**config.mk**
```make
export PLATFORM = sky130hd
export DESIGN_NAME = sorted_key_table
export DESIGN_NICKNAME = d
export VERILOG_FILES = /design/src/design/skt_pkg.sv /design/src/design/sorted_key_table.sv /design/src/design/skt_cell.sv
export SDC_FILE = /design/constraint.sdc
export NUM_CORES = 1
export LEC_CHECK = 0
export BUFFER_PORTS_ARGS = -buffer_cell sky130_fd_sc_hd__buf_2
export CORE_MARGIN = 2
export CORE_UTILIZATION = 32
export DETAILED_ROUTE_END_ITERATION = 8
export PLACE_DENSITY = 0.48
export SYNTH_ARGS = -nofsm -noshare
export SYNTH_HDL_FRONTEND = slang
export SYNTH_HIERARCHICAL = 1
export SYNTH_SLANG_ARGS = --single-unit
```
**constraint.sdc**
```tcl
create_clock -name aclk -period 4.8 [get_ports aclk]
set_input_delay 0.48 -clock aclk [delete_from_list [all_inputs] [get_ports aclk]]
set_output_delay 0.48 -clock aclk [all_outputs]
set_load 0.005 [all_outputs]
```
**src/design/skt_pkg.sv**
```systemverilog
// Package for the sorted key table: payload types, request, status and cell codes.
`timescale 1ns / 1ps
package skt_pkg;

    // Request codes
    localparam logic [1:0] REQ_INSERT = 2'd0;
    localparam logic [1:0] REQ_REMOVE = 2'd1;
    localparam logic [1:0] REQ_FIND   = 2'd2;

    // Status codes
    localparam logic [1:0] STAT_OK        = 2'd0;
    localparam logic [1:0] STAT_FULL      = 2'd1;
    localparam logic [1:0] STAT_DUP       = 2'd2;
    localparam logic [1:0] STAT_NOT_FOUND = 2'd3;

    // Cell operation codes
    typedef logic [1:0] cell_op_t;
    localparam cell_op_t CELL_HOLD = 2'd0;
    localparam cell_op_t CELL_CMP  = 2'd1;
    localparam cell_op_t CELL_INS  = 2'd2;
    localparam cell_op_t CELL_DEL  = 2'd3;

    // Control word broadcast from the sequencer to every cell
    typedef struct packed {
        cell_op_t op;
    } cell_ctrl_t;

    // Input word
    typedef struct packed {
        logic [1:0]  req_type;
        logic [15:0] key;
    } skt_req_t;

    // Result word
    typedef struct packed {
        logic [1:0] status;
        logic [3:0] position;
        logic [4:0] entry_count;
        logic       is_full;
        logic       is_empty;
    } skt_rsp_t;

endpackage

```
**src/design/sorted_key_table.sv**
```systemverilog
// Top level of the sorted key table: request sequencer, cell chain and result register.
//
// Usage: a request word (req_type, key) enters on s_valid/s_ready; one result word
// (status, position, entry_count, is_full, is_empty) leaves on m_valid/m_ready for
// every request. Keys are held in ascending order in a chain of CAPACITY cells, one
// key per cell. The request key is broadcast to all cells, which compare in parallel;
// on an insert or remove every cell at or above the slot moves one key to or from
// its neighbor in the same cycle.
// Sequence: an accepted request passes through the compare step and then the update
// step, which registers its result for m_valid. A new request is accepted only once
// the sequencer is idle again, after the previous result has been registered.
// When the receiver stalls, the update step of the next request waits until the
// result register is free; the table is not touched meanwhile.
// Reset (aresetn low, synchronous) empties the table and drops any pending result;
// no clearing pass is needed, as slots at or above the count are never read.
`timescale 1ns / 1ps
module sorted_key_table #(
    parameter int CAPACITY = 16,
    parameter int KEY_BITS = 16
) (
    input  logic              aclk,
    input  logic              aresetn,
    input  logic              s_valid,
    output logic              s_ready,
    input  skt_pkg::skt_req_t s_data,
    output logic              m_valid,
    input  logic              m_ready,
    output skt_pkg::skt_rsp_t m_data
);
    import skt_pkg::*;

    localparam int CNT_W = $clog2(CAPACITY + 1);
    localparam int EXT_W = (CNT_W > 5) ? CNT_W : 5;

    localparam logic [1:0] S_IDLE = 2'd0;
    localparam logic [1:0] S_CMP  = 2'd1;
    localparam logic [1:0] S_UPD  = 2'd2;

    logic [1:0]          state_reg, state_next;
    logic [CNT_W-1:0]    count_reg, count_next;
    logic [1:0]          req_reg;
    logic [KEY_BITS-1:0] key_reg;
    logic [KEY_BITS-1:0] key_in;
    logic                m_valid_reg;
    skt_rsp_t            rsp_reg, rsp_next;
    cell_ctrl_t          ctrl;

    logic [KEY_BITS-1:0] cell_key [CAPACITY];
    logic [CAPACITY-1:0] cell_lt;
    logic [CAPACITY-1:0] cell_eq;
    logic [CAPACITY-1:0] cell_valid;
    logic [CAPACITY-1:0] at_slot;

    logic                present;
    logic                is_full_now;
    logic                commit;
    logic                shift_ok;
    logic [3:0]          pos_slot;
    logic [EXT_W-1:0]    cnt_ext;

    // Fit the incoming key to KEY_BITS: truncate it or zero-extend it
    generate
        if (KEY_BITS > 16) begin : g_key_wide
            assign key_in = {{(KEY_BITS - 16){1'b0}}, s_data.key};
        end else if (KEY_BITS == 16) begin : g_key_same
            assign key_in = s_data.key;
        end else begin : g_key_narrow
            assign key_in = s_data.key[KEY_BITS-1:0];
        end
    endgenerate

    // Build the cell chain
    generate
        for (genvar i = 0; i < CAPACITY; i++) begin : g_cell
            localparam logic [CNT_W-1:0] IDX = CNT_W'(i);
            logic                left_lt;
            logic [KEY_BITS-1:0] left_key;
            logic [KEY_BITS-1:0] right_key;

            assign cell_valid[i] = IDX < count_reg;

            if (i == 0) begin : g_first
                assign left_lt    = 1'b1;
                assign left_key   = key_reg;
                assign at_slot[i] = !cell_lt[i];
            end else begin : g_rest
                assign left_lt    = cell_lt[i-1];
                assign left_key   = cell_key[i-1];
                assign at_slot[i] = !cell_lt[i] && cell_lt[i-1];
            end

            if (i == CAPACITY - 1) begin : g_last
                assign right_key = cell_key[i];
            end else begin : g_inner
                assign right_key = cell_key[i+1];
            end

            skt_cell #(
                .KEY_BITS (KEY_BITS)
            ) u_cell (
                .aclk      (aclk),
                .ctrl      (ctrl),
                .in_key    (key_reg),
                .in_valid  (cell_valid[i]),
                .left_lt   (left_lt),
                .left_key  (left_key),
                .right_key (right_key),
                .out_key   (cell_key[i]),
                .out_lt    (cell_lt[i]),
                .out_eq    (cell_eq[i])
            );
        end
    endgenerate

    // Encode the slot where the key sits or would go
    always_comb begin
        pos_slot = 4'd0;
        for (int i = 0; i < CAPACITY; i++) begin
            if (at_slot[i]) begin
                pos_slot = pos_slot | 4'(i);
            end
        end
    end

    assign present     = |cell_eq;
    assign is_full_now = (count_reg == CNT_W'(CAPACITY));
    assign commit      = (state_reg == S_UPD) && (!m_valid_reg || m_ready);

    // Decide status, new count and whether the chain shifts
    always_comb begin
        shift_ok   = 1'b0;
        count_next = count_reg;
        rsp_next   = '0;
        case (req_reg)
            REQ_INSERT: begin
                if (is_full_now) begin
                    rsp_next.status = STAT_FULL;
                end else if (present) begin
                    rsp_next.status = STAT_DUP;
                end else begin
                    rsp_next.status   = STAT_OK;
                    rsp_next.position = pos_slot;
                    shift_ok          = 1'b1;
                    count_next        = count_reg + 1'b1;
                end
            end
            REQ_REMOVE: begin
                if (!present) begin
                    rsp_next.status = STAT_NOT_FOUND;
                end else begin
                    rsp_next.status   = STAT_OK;
                    rsp_next.position = pos_slot;
                    shift_ok          = 1'b1;
                    count_next        = count_reg - 1'b1;
                end
            end
            default: begin
                if (!present) begin
                    rsp_next.status = STAT_NOT_FOUND;
                end else begin
                    rsp_next.status   = STAT_OK;
                    rsp_next.position = pos_slot;
                end
            end
        endcase
        cnt_ext              = EXT_W'(count_next);
        rsp_next.entry_count = cnt_ext[4:0];
        rsp_next.is_full     = (count_next == CNT_W'(CAPACITY));
        rsp_next.is_empty    = (count_next == '0);
    end

    // Drive the cell chain
    always_comb begin
        ctrl.op = CELL_HOLD;
        case (state_reg)
            S_CMP: begin
                ctrl.op = CELL_CMP;
            end
            S_UPD: begin
                if (commit && shift_ok) begin
                    ctrl.op = (req_reg == REQ_INSERT) ? CELL_INS : CELL_DEL;
                end
            end
            default: begin
                ctrl.op = CELL_HOLD;
            end
        endcase
    end

    // Advance the sequencer
    always_comb begin
        state_next = state_reg;
        case (state_reg)
            S_IDLE: begin
                if (s_valid) begin
                    state_next = S_CMP;
                end
            end
            S_CMP: begin
                state_next = S_UPD;
            end
            S_UPD: begin
                if (commit) begin
                    state_next = S_IDLE;
                end
            end
            default: begin
                state_next = S_IDLE;
            end
        endcase
    end

    assign s_ready = (state_reg == S_IDLE);

    // Control registers
    always_ff @(posedge aclk) begin
        if (!aresetn) begin
            state_reg   <= S_IDLE;
            count_reg   <= '0;
            m_valid_reg <= 1'b0;
        end else begin
            state_reg <= state_next;
            if (commit) begin
                count_reg   <= count_next;
                m_valid_reg <= 1'b1;
            end else if (m_ready) begin
                m_valid_reg <= 1'b0;
            end
        end
    end

    // Hold the request word and the result word
    always_ff @(posedge aclk) begin
        if (s_valid && s_ready) begin
            req_reg <= s_data.req_type;
            key_reg <= key_in;
        end
        if (commit) begin
            rsp_reg <= rsp_next;
        end
    end

    assign m_valid = m_valid_reg;
    assign m_data  = rsp_reg;

endmodule

```
**src/design/skt_cell.sv**
```systemverilog
// One slot of the sorted key chain: holds a key, compares it and shifts with its neighbors.
`timescale 1ns / 1ps
module skt_cell #(
    parameter int KEY_BITS = 16
) (
    input  logic                  aclk,
    input  skt_pkg::cell_ctrl_t   ctrl,
    input  logic [KEY_BITS-1:0]   in_key,
    input  logic                  in_valid,
    input  logic                  left_lt,
    input  logic [KEY_BITS-1:0]   left_key,
    input  logic [KEY_BITS-1:0]   right_key,
    output logic [KEY_BITS-1:0]   out_key,
    output logic                  out_lt,
    output logic                  out_eq
);
    import skt_pkg::*;

    logic [KEY_BITS-1:0] key_reg;
    logic                lt_reg;
    logic                eq_reg;

    // Compare against the broadcast key, or shift by one slot
    always_ff @(posedge aclk) begin
        case (ctrl.op)
            CELL_CMP: begin
                lt_reg <= in_valid && (key_reg < in_key);
                eq_reg <= in_valid && (key_reg == in_key);
            end
            CELL_INS: begin
                if (!lt_reg) begin
                    key_reg <= left_lt ? in_key : left_key;
                end
            end
            CELL_DEL: begin
                if (!lt_reg) begin
                    key_reg <= right_key;
                end
            end
            default: begin
            end
        endcase
    end

    assign out_key = key_reg;
    assign out_lt  = lt_reg;
    assign out_eq  = eq_reg;

endmodule
```
==> run summary <==
Status: finished clean
Slew headroom: 26.1%
Most frequent cells in the layout: 352 x nand2_1, 319 x edfxtp_1, 288 x inv_1, 280 x o21ai_0, 262 x ha_1
CP Cell Sequence: nor4_2 > nand4_2 > mux2i_1 > nor2_1 > and2_2 > buf_4 > and2_1 > o21ai_0
Critical path class: register to register
Largest delay share family, worst path: simple AND/OR/NAND/NOR gates
Wirelength per Cell: 20.2 um
Die ar.: 0.0736 sq mm
DP HPWL: 50.2 mm
Routed met3 length: 2.89 mm
CTS resizes: 0
Io pins: 37
Synth Register Bits: 327
Synth top area cells: edfxtp_1 42%, ha_1 14%, mux2i_1 11%
# Post-CTS Setup Buffers: 0
Instance count on the critical path: 8
Metal-1 WL: 30.6 mm
Total power draw: 7.11 mW
Max-slew violations: 0
Cells on worst reg2reg path: 8
Hold WC Path Type: input pin to register
First-pass GRT wire length: 104 mm
Fraction of layout cells with a size suffix above 1: 7.73%
DR WL met2: 32.4 mm
Synth Area in Simple Gates: 12.1%
ANT nets after route: 0
Worst-path fanout max: 32
Initial antenna violation count: 2
Post-synth top flop: edfxtp_1
Final period util: 79.5%
Top Layer Used: met5
EDFF count, synth: 319
Final core utilization: 35.6%
Fin Hold WS: 0.0878 ns
Most common cell after layout, fill and taps aside: nand2_1
Mapped Area: 0.0229 sq mm
Share of the synthesized area in the top cell type: 41.9%
Fillers: 7,243
H-tree levels: 2
Maxcap violations: 0
Req. time, crit path: 5.08 ns
Remaining Overflow, GRT: 0
Total CTS buffers: 41
CTS Hold Buffers Added: 0
WP buf/inv: 1
CP peak stage delay: 0.74 ns
Hold Fails Final Rpt: 0
DRC: 0
Min cycle time layout: 3.82 ns
Fin Clk Skew: 0.0324 ns
Mapped Cells: 2,338
Distinct cells, synth: 49
CTS tree: yes
Peak supply drop: 0.203 mV
Max reg flops: 256
Synth warn: 6
Port Buffers: 36
Clock sink count: 327
Via Count: 17,093
Vias per Instance: 5.11
Final net count: 2,645
Worst-Margin Slew: 1.11 ns
Initial drt markers: 1,065
CTS Buffer Depth: 3
Flop2flop setup slack: 0.98 ns
Reg2reg start: g_cell[10].u_cell/out_eq
Syn_nets: 2,622
CP Launch Point: g_cell[10].u_cell/out_eq
Die X: 271 um
Fmax: 262 MHz
Critical Path Source Type: register
Leak Pwr: 10.3 nW
Worst-Skew Late Latency: 0.58 ns
Main combinational cell family by area after synthesis: adder cells
RSZ-0062 raised after global routing: false
Critical-path top delay cell: and2_1
Vert. Die Dim: 271 um
CP endpoint kind: register
Final WL: 67.5 mm
Clock-pin slew on the worst setup and hold paths: 0.06 ns
Post-synth top area cell: edfxtp_1
Worst EP arrival: 4.10 ns
Mux share of post-synthesis cell area: 11.3%
Number of global-route vias before repair: 17,745
Core Rows: 98
Root Driver: clkbuf_16
PD cells: 280 mW/mm^2
Initial Util: 32.2%
Multi-input gate area: 0.0115 sq mm
Finish-stage setup viols: 0
Compound-Gate Fraction of Synth Area: 12.3%
Worst reg2reg endpoint: g_cell[3].u_cell/out_key[14]
Mean Syn Cell Area: 9.78 sq um
Setup TNS: 0 ns
Worst Setup EP: g_cell[3].u_cell/out_key[14]
Post-synthesis sequential area ratio: 42.6%
Pre-antenna DRT Iters: 5
Synth Area in Adders: 14.3%
Final Wtd Congestion: 0.837
Synthesis-to-layout area growth: 10.8%
Core area: 0.0711 sq mm
Total GRT Usage: 18.2%
Largest net degree at the start of global routing: 34
Synth Area in XOR/XNOR: 0.153%
Async set-reset flop share out of synthesis: 0%
Sequential cell area: 0.00974 sq mm
[logic make-up after synthesis]
family          count (synthesis)
compound gates                493
xor+xnor                        4
fa+ha+maj                     262
buf+inv                       390
flops                         327
mux                           259
other cells                     1
simple gates                  602
[stage by stage]
step | cell area, sq um | cells | setup WS [ns]
2_1_floorplan | 22900 | 2338 | 1.36
3_3_place_gp | 24000 | 3268 | 1.07
3_5_place_dp | 24000 | 3268 | 0.949
4_1_cts | 25300 | 3344 | 0.941
5_1_grt | 25300 | 3344 | 0.549
6_report | 25400 | 3345 | 0.983
[cell type report]
cell class	instances	area share (%)
Antenna cell	1	0.00987
Clock buffer	52	4.46
Clock inverter	24	0.760
Inverter	288	4.26
Multi-Input combinational cell	1621	45.3
Sequential cell	327	38.4
Tap cell	950	4.69
Timing Repair Buffer	82	2.07
[routing by layer]
layer | up-vias | global-route usage, %
li1 | 8353 | -
met1 | 8292 | 23.7
met2 | 342 | 31.1
met3 | 104 | 2.69
met4 | 2 | 5.45
met5 | - | 0
[worst register-to-register path: cells and delay by family, from the launching register on]
kind	cells	cell delay [ns]
AND/OR/NAND/NOR	5	2.35
flip-flops	1	0.38
buffers and inverters	1	0.32
multiplexers	1	0.27
AO/OA/AOI/OAI	1	0.22
[cell usage after synthesis, types with 18 or more instances]
master and n:
mux2i_1 259, a211oi_1 19, buf_2 49, nor2_1 51, nand4_1 32, clkbuf_1 37, a21oi_1 96, nand2_1 352
and2_1 19, a21o_1 18, nand2b_1 20, ha_1 262, edfxtp_1 319, o21ai_0 280, inv_1 288, nand3_1 33
nor4_1 19, nor2b_1 39, a21oi_2 32
[how the worst min path moves through the flow]
stage,from,endpoint,slack [ns],cells past startpoint
floorplan,state_reg[1],state_reg[1],0.49,2
global placement,state_reg[1],state_reg[1],0.51,2
detailed placement,state_reg[1],state_reg[1],0.55,2
CTS,s_data[6],g_cell[0].left_key[6],0.05,1
global route,s_data[17],req_reg[1],0.06,1
finish,s_data[8],g_cell[0].left_key[8],0.09,1
[power by group]
group	leakage (nW)	switching (mW)	total, mW	internal [mW]
Combinational	6.71	0.479	0.770	0.291
Clock	0.649	1.28	3.11	1.82
Sequential	2.98	0.0643	3.23	3.17
Total	10.3	1.83	7.11	5.28
No activity file was read; power rests on OpenSTA's default activity.
